## src/hdl/timed_event_queue_core_macros.svh

```systemverilog
// Assertion macros for the timed event queue core.
// Used by the top level only; empty when SYNTHESIS is defined.
`ifndef TIMED_EVENT_QUEUE_CORE_MACROS_SVH
`define TIMED_EVENT_QUEUE_CORE_MACROS_SVH
`ifndef SYNTHESIS
`define TEQ_ASSERT_IMP(label, clk, rst, a, b) \
   label: assert property (@(posedge clk) disable iff (rst) (a) |-> (b)) \
      else $error("teq assertion failed");
`define TEQ_ASSERT_NEXT(label, clk, rst, a, b) \
   label: assert property (@(posedge clk) disable iff (rst) (a) |=> (b)) \
      else $error("teq assertion failed");
`else
`define TEQ_ASSERT_IMP(label, clk, rst, a, b)
`define TEQ_ASSERT_NEXT(label, clk, rst, a, b)
`endif
`endif

```

## src/hdl/teq_pkg.sv

```systemverilog
// Shared types, constants and helpers of the timed event queue.
// No dependencies.
package teq_pkg;
   localparam int CAPACITY     = 64;
   localparam int RESULT_LIMIT = 64;
   localparam int AW  = $clog2(CAPACITY);
   localparam int CW  = $clog2(CAPACITY + 1);
   localparam int RCW = $clog2(RESULT_LIMIT + 1);

   localparam logic [2:0] OP_INS_NET  = 3'd0;
   localparam logic [2:0] OP_INS_TASK = 3'd1;
   localparam logic [2:0] OP_POP      = 3'd2;
   localparam logic [2:0] OP_PEEK     = 3'd3;
   localparam logic [2:0] OP_CLEAR    = 3'd4;

   localparam logic [1:0] ST_OK     = 2'd0;
   localparam logic [1:0] ST_FULL   = 2'd1;
   localparam logic [1:0] ST_NO_NET = 2'd2;
   localparam logic [1:0] ST_NONE   = 2'd3;

   localparam logic [2:0] VALUE_BLANK = 3'd4;

   typedef struct packed {
      logic [2:0]  op;
      logic [63:0] event_time;
      logic [15:0] net_id;
      logic [15:0] reg_id;
      logic [1:0]  logic_level;
      logic [7:0]  task_code;
      logic [15:0] args_handle;
   } req_type;

   typedef struct packed {
      logic [1:0]  status;
      logic        is_task;
      logic [63:0] out_time;
      logic [15:0] out_net;
      logic [15:0] out_reg;
      logic [2:0]  out_value;
      logic [7:0]  out_task;
      logic [15:0] out_args;
      logic        last;
   } rsp_type;

   typedef struct packed {
      logic [63:0] ev_time;
      logic        is_task;
      logic [15:0] net_id;
      logic [15:0] reg_id;
      logic [2:0]  value;
      logic [7:0]  task_code;
      logic [15:0] args;
   } entry_type;

   typedef struct packed {
      logic       load_req;
      logic       ins_read;
      logic       ins_shift;
      logic       ins_write;
      logic       idx_read;
      logic       idx_inc;
      logic       pend_load;
      logic       emit_pend;
      logic       emit_last;
      logic       emit_status;
      logic [1:0] status;
      logic       pop_commit;
      logic       clear;
   } cmd_type;

   typedef struct packed {
      logic [2:0] op;
      logic       no_net;
      logic       full;
      logic       empty;
      logic       k_zero;
      logic       ins_gt;
      logic       idx_end;
      logic       scan_lt;
      logic       run_match;
      logic       pend_valid;
   } stat_type;

   typedef enum logic [3:0] {
      S_IDLE, S_DISPATCH, S_INS_RD, S_INS_CMP, S_PK_RD, S_PK_CMP, S_EM_RD, S_EM_CHK
   } state_type;

   // Map a head-relative sum back into the table.
   function automatic logic [AW-1:0] teq_wrap(input logic [CW:0] sum);
      logic [CW:0] adj;
      adj = (sum >= (CW+1)'(CAPACITY)) ? sum - (CW+1)'(CAPACITY) : sum;
      return adj[AW-1:0];
   endfunction
endpackage

```

## src/hdl/teq_ctrl.sv

```systemverilog
// Controller state machine of the timed event queue.
// Depends on teq_pkg; drives commands into teq_dpath.
module teq_ctrl (
   input  logic              clock,
   input  logic              reset,
   input  logic              start,
   output logic              busy,
   input  teq_pkg::stat_type stat,
   output teq_pkg::cmd_type  cmd
);
   import teq_pkg::*;

   state_type state_ff, state_in;

   always_ff @(posedge clock) begin
      if (reset) begin
         state_ff <= S_IDLE;
      end else begin
         state_ff <= state_in;
      end
   end

   assign busy = (state_ff != S_IDLE);

   always_comb begin
      state_in = state_ff;
      cmd      = '0;
      case (state_ff)
         S_IDLE: begin
            if (start) begin
               cmd.load_req = 1'b1;
               state_in     = S_DISPATCH;
            end
         end
         S_DISPATCH: begin
            state_in = S_IDLE;
            case (stat.op)
               OP_INS_NET, OP_INS_TASK: begin
                  if (stat.op == OP_INS_NET && stat.no_net) begin
                     cmd.emit_status = 1'b1;
                     cmd.status      = ST_NO_NET;
                  end else if (stat.full) begin
                     cmd.emit_status = 1'b1;
                     cmd.status      = ST_FULL;
                  end else begin
                     state_in = S_INS_RD;
                  end
               end
               OP_POP: begin
                  if (stat.empty) begin
                     cmd.emit_status = 1'b1;
                     cmd.status      = ST_NONE;
                  end else begin
                     state_in = S_EM_RD;
                  end
               end
               OP_PEEK: state_in = S_PK_RD;
               OP_CLEAR: begin
                  cmd.clear       = 1'b1;
                  cmd.emit_status = 1'b1;
                  cmd.status      = ST_OK;
               end
               default: begin
                  cmd.emit_status = 1'b1;
                  cmd.status      = ST_OK;
               end
            endcase
         end
         // walk down from the tail, moving later entries up one slot
         S_INS_RD: begin
            if (stat.k_zero) begin
               cmd.ins_write   = 1'b1;
               cmd.emit_status = 1'b1;
               cmd.status      = ST_OK;
               state_in        = S_IDLE;
            end else begin
               cmd.ins_read = 1'b1;
               state_in     = S_INS_CMP;
            end
         end
         S_INS_CMP: begin
            if (stat.ins_gt) begin
               cmd.ins_shift = 1'b1;
               state_in      = S_INS_RD;
            end else begin
               cmd.ins_write   = 1'b1;
               cmd.emit_status = 1'b1;
               cmd.status      = ST_OK;
               state_in        = S_IDLE;
            end
         end
         S_PK_RD: begin
            if (stat.idx_end) begin
               cmd.emit_status = 1'b1;
               cmd.status      = ST_NONE;
               state_in        = S_IDLE;
            end else begin
               cmd.idx_read = 1'b1;
               state_in     = S_PK_CMP;
            end
         end
         S_PK_CMP: begin
            if (stat.scan_lt) begin
               cmd.idx_inc = 1'b1;
               state_in    = S_PK_RD;
            end else begin
               state_in = S_EM_CHK;
            end
         end
         S_EM_RD: begin
            if (stat.idx_end) begin
               state_in = S_IDLE;
               if (stat.pend_valid) begin
                  cmd.emit_pend  = 1'b1;
                  cmd.emit_last  = 1'b1;
                  cmd.pop_commit = (stat.op == OP_POP);
               end else begin
                  cmd.emit_status = 1'b1;
                  cmd.status      = ST_NONE;
               end
            end else begin
               cmd.idx_read = 1'b1;
               state_in     = S_EM_CHK;
            end
         end
         // the held item goes out once the next entry shows whether it ends the run
         S_EM_CHK: begin
            if (stat.run_match) begin
               cmd.pend_load = 1'b1;
               cmd.idx_inc   = 1'b1;
               cmd.emit_pend = stat.pend_valid;
               state_in      = S_EM_RD;
            end else begin
               state_in = S_IDLE;
               if (stat.pend_valid) begin
                  cmd.emit_pend  = 1'b1;
                  cmd.emit_last  = 1'b1;
                  cmd.pop_commit = (stat.op == OP_POP);
               end else begin
                  cmd.emit_status = 1'b1;
                  cmd.status      = ST_NONE;
               end
            end
         end
         default: state_in = S_IDLE;
      endcase
   end
endmodule

```

## config.mk

```make
export PLATFORM = sky130hd
export DESIGN_NAME = teq_ctrl
export DESIGN_NICKNAME = d
export VERILOG_FILES = /design/src/hdl/timed_event_queue_core_macros.svh /design/src/hdl/teq_pkg.sv /design/src/hdl/teq_ctrl.sv
export SDC_FILE = /design/constraint.sdc
export NUM_CORES = 1
export LEC_CHECK = 0
export BUFFER_PORTS_ARGS = -buffer_cell sky130_fd_sc_hd__buf_2
export CAP_MARGIN = 15
export CORE_AREA = 8 8 45 47
export CTS_CLUSTER_SIZE = 12
export DETAILED_ROUTE_END_ITERATION = 8
export DIE_AREA = 0 0 53 55
export PLACE_DENSITY = 0.65
export SLEW_MARGIN = 20
export SYNTH_ARGS = -nofsm -noshare
export SYNTH_HDL_FRONTEND = slang
export SYNTH_SLANG_ARGS = --single-unit
```

## constraint.sdc

```tcl
create_clock -name clock -period 2 [get_ports clock]
set_input_delay 0.5 -clock clock [delete_from_list [all_inputs] [get_ports clock]]
set_output_delay 0.5 -clock clock [all_outputs]
set_load 0.03 [all_outputs]
```

==> impl_results.md <==
* Status: finished, violations left
* Failing checks: negative setup slack
* Pin count of the biggest net entering global routing at 10
* Vias in the first global route at 553
* FF-to-FF Start: state_ff[0]$_SDFFE_PP0P_
* Routed WL at 1350 um
* Top cells by area, synth: dfxtp_1 13%, nand2b_1 8.3%, buf_6 7.5%, mux2i_1 6.6%, nor3b_2 5.5%
* First-pass GRT wire length at 2235 um
* Most frequent cells in the layout: 26 x buf_2, 10 x buf_4, 6 x nor2_1, 6 x nand2b_1
* VDD IR-drop max at 158.6 uV
* # Max-Cap Violations at 0
* P&R area growth vs syn at 51.93%
* Hold Path Class: reg2reg
* Row cnt at 14
* Setup WS post-layout at -31.08 ps
* Synthesized area per cell at 7.305 um2
* Avg WL per Cell at 11.74 um
* Hold_buf cts at 0
* Crit path to: cmd[4]
* Ports at 30
* Asr flop ratio synth at 0%
* # setup viols final at 1
* Max reg flops at 3
* Inserted Diodes at 0
* Leak at 0.0003423 uW
* Post-route cell area at 688.2 um2
* CP startpoint kind: input port
* Final hold slack at 567.8 ps
* Initial antenna violation count at 0
* Post-synthesis register bit count at 3
* Post-synth EDFFs at 0
* PwrDens at 417.8 nW/um2
* CP top delay family: simple AND/OR/NAND/NOR gates
* Cells after DPL at 111
* Biggest regs: state_ff x3
* Synth area leader: dfxtp_1
* Synth Warn # at 0
* DR iter-0 viols at 2
* Top reg by flops: state_ff
* DR vias/cell at 4.983
* Slowest CP cell: or4_1
* CP Capture Type: primary output
* IO buf count at 29
* DIE AREA at 2915 um2
* Final Hold Fails at 0
* CTS buffer count at 3
* Core Area at 1384 um2
* Worst Tran Pin Value at 341.0 ps
* DRT Pass-1 Iters at 2
* Post-synth top flop: dfxtp_1
* Crit path buffers/inverters at 2
* Filler cell count at 150
* Share of layout cells above drive strength 1 at 51.52%
* All-Layer GR Usage at 9.771%
* Placed cell areas at 645.6 um2
* Routed Antenna Nets at 0
* Max Clock Freq at 492.3 MHz
* Worst EP arrival at 1530 ps
* Required @ worst endpoint at 1500 ps
* Yosys cell types at 34
* Clk buf depth at 2
* Detailed placement HPWL at 1151 um
* Final Cycle Share at 101.6%
* Leading cell type in the layout, fill and taps excluded: buf_2
* Reg2Reg Setup Slack at 840 ps
* Syn Inst Count at 62
* Crit path launch: stat[8]
* Post-synthesis sequential area ratio at 13.26%
* Non-filler cells, final at 115
* Clk sinks at 3
* Area of the multi-input gates at 337.8 um2
* CTS tree: yes
* Global placer's final weighted congestion at 0.8092
* Synthesized area at 452.9 um2
* Top cell type's share of synthesized area at 13.26%
* Crit path largest cell delay at 410 ps
* Reg clk slew, reported paths at 40 ps
* Storage cell area at 68.82 um2
* Setup Buffers After CTS at 0
* Crit path cell chain: buf_2, nor2b_1, or4_1, nand3_1, o311ai_1, buf_4
* Root buffer cell: clkbuf_4
* Setup CP Type: in2out
* Setup TNS at -31.08 ps
* Starting density of the core at 32.73%
* Synthesized net count at 77
* DIE HEIGHT at 55 um
* Slew Viols, Final at 0
* Via count at 573
* Final critical-path required period at 2031 ps
* Clock Latency Late Sink at 230 ps
* Post-layout net count at 115
* WP depth at 6
* Worst slew margin at 77.22%
* Clock skew at 2.578 ps
* Die Width at 53 um
* # DRC at 0
* FF-to-FF path depth at 4
* Crit Path Max Fanout at 2
* RSZ-0062 raised after global routing: yes
* Grt total ovfl at 0
* CTS H-tree depth at 1
* Reg2reg end: state_ff[1]$_SDFFE_PP0P_
-- synth_stat cells, types with 2 or more instances --
cell type,number
nand2b_1,6
nor2_1,6
a21oi_1,4
inv_1,4
buf_6,3
dfxtp_1,3
mux2i_1,3
nand2_1,3
inv_2,2
nor3_1,2
nor3b_2,2
o21ai_1,2
-- metal layers --
metal  part of all wire [%]  up-vias  global-route usage, %  routed length (um)
li1                       -      302                      -                   -
met1                     44      249                  10.91                 599
met2                     46       22                  15.63                 616
met3                    9.9        0                  4.813                 134
met4                      0        0                  3.879                   0
met5                      0        -                      0                   0
-- report_power, final --
part / switching (uW) / total [uW] / leakage (uW) / internal (uW)
Sequential: 5.53 / 67.8 / 0.0000264 / 62.2
Clock: 29.8 / 104 / 0.0000150 / 74.7
Combinational: 62.2 / 115 / 0.000301 / 53.1
Total: 97.5 / 288 / 0.000342 / 190
-- worst min path at each step --
stage / startpoint / endpoint / slack [ps] / cells after the start
2_1_floorplan: state_ff[2]$_SDFFE_PP0P_ / state_ff[2]$_SDFFE_PP0P_ / 590 / 3
3_3_place_gp: state_ff[2]$_SDFFE_PP0P_ / state_ff[2]$_SDFFE_PP0P_ / 630 / 2
3_5_place_dp: state_ff[2]$_SDFFE_PP0P_ / state_ff[2]$_SDFFE_PP0P_ / 620 / 2
4_1_cts: reset / state_ff[0]$_SDFFE_PP0P_ / 580 / 3
5_1_grt: reset / state_ff[1]$_SDFFE_PP0P_ / 580 / 3
6_report: state_ff[2]$_SDFFE_PP0P_ / state_ff[2]$_SDFFE_PP0P_ / 570 / 2
-- kinds of logic after synthesis --
logic type / after synthesis / synth area share, %
compound gates: 17 / 25.42
buf+inv: 10 / 14.09
flops: 3 / 13.26
mux: 3 / 6.630
simple gates: 29 / 40.61
-- stage by stage --
step / util, % / total power, uW / setup slack [ps]
after floorplan: - / 139.5 / -9.704
after global placement: 46.65 / 182.6 / -18.12
after detailed placement: 46.65 / 183.3 / -42.71
after CTS: 48.92 / 291.3 / -42.56
after global routing: 49.73 / 311.9 / -86.93
final: 49.73 / 287.5 / -31.08
-- repair_timing --
action	4_1_cts	5_1_grt
endpoints found under the hold margin	0	0
setup endpoints to repair	4	4
resized for setup	3	6
-- worst min-delay path, stage by stage (launching register included) --
cell and delay [ps]:
dfxtp_2 360, o211ai_1 100, a21oi_1 70
-- area by class of cell --
cell class	instances	share of cell area, %
clock buffers	4	3.818
inverters	6	3.273
multi-input cells	49	49.09
flip-flops and latches	3	10.00
well taps	16	2.909
repair buffers	37	30.91
Note: power is estimated with default switching activity, not from simulation.
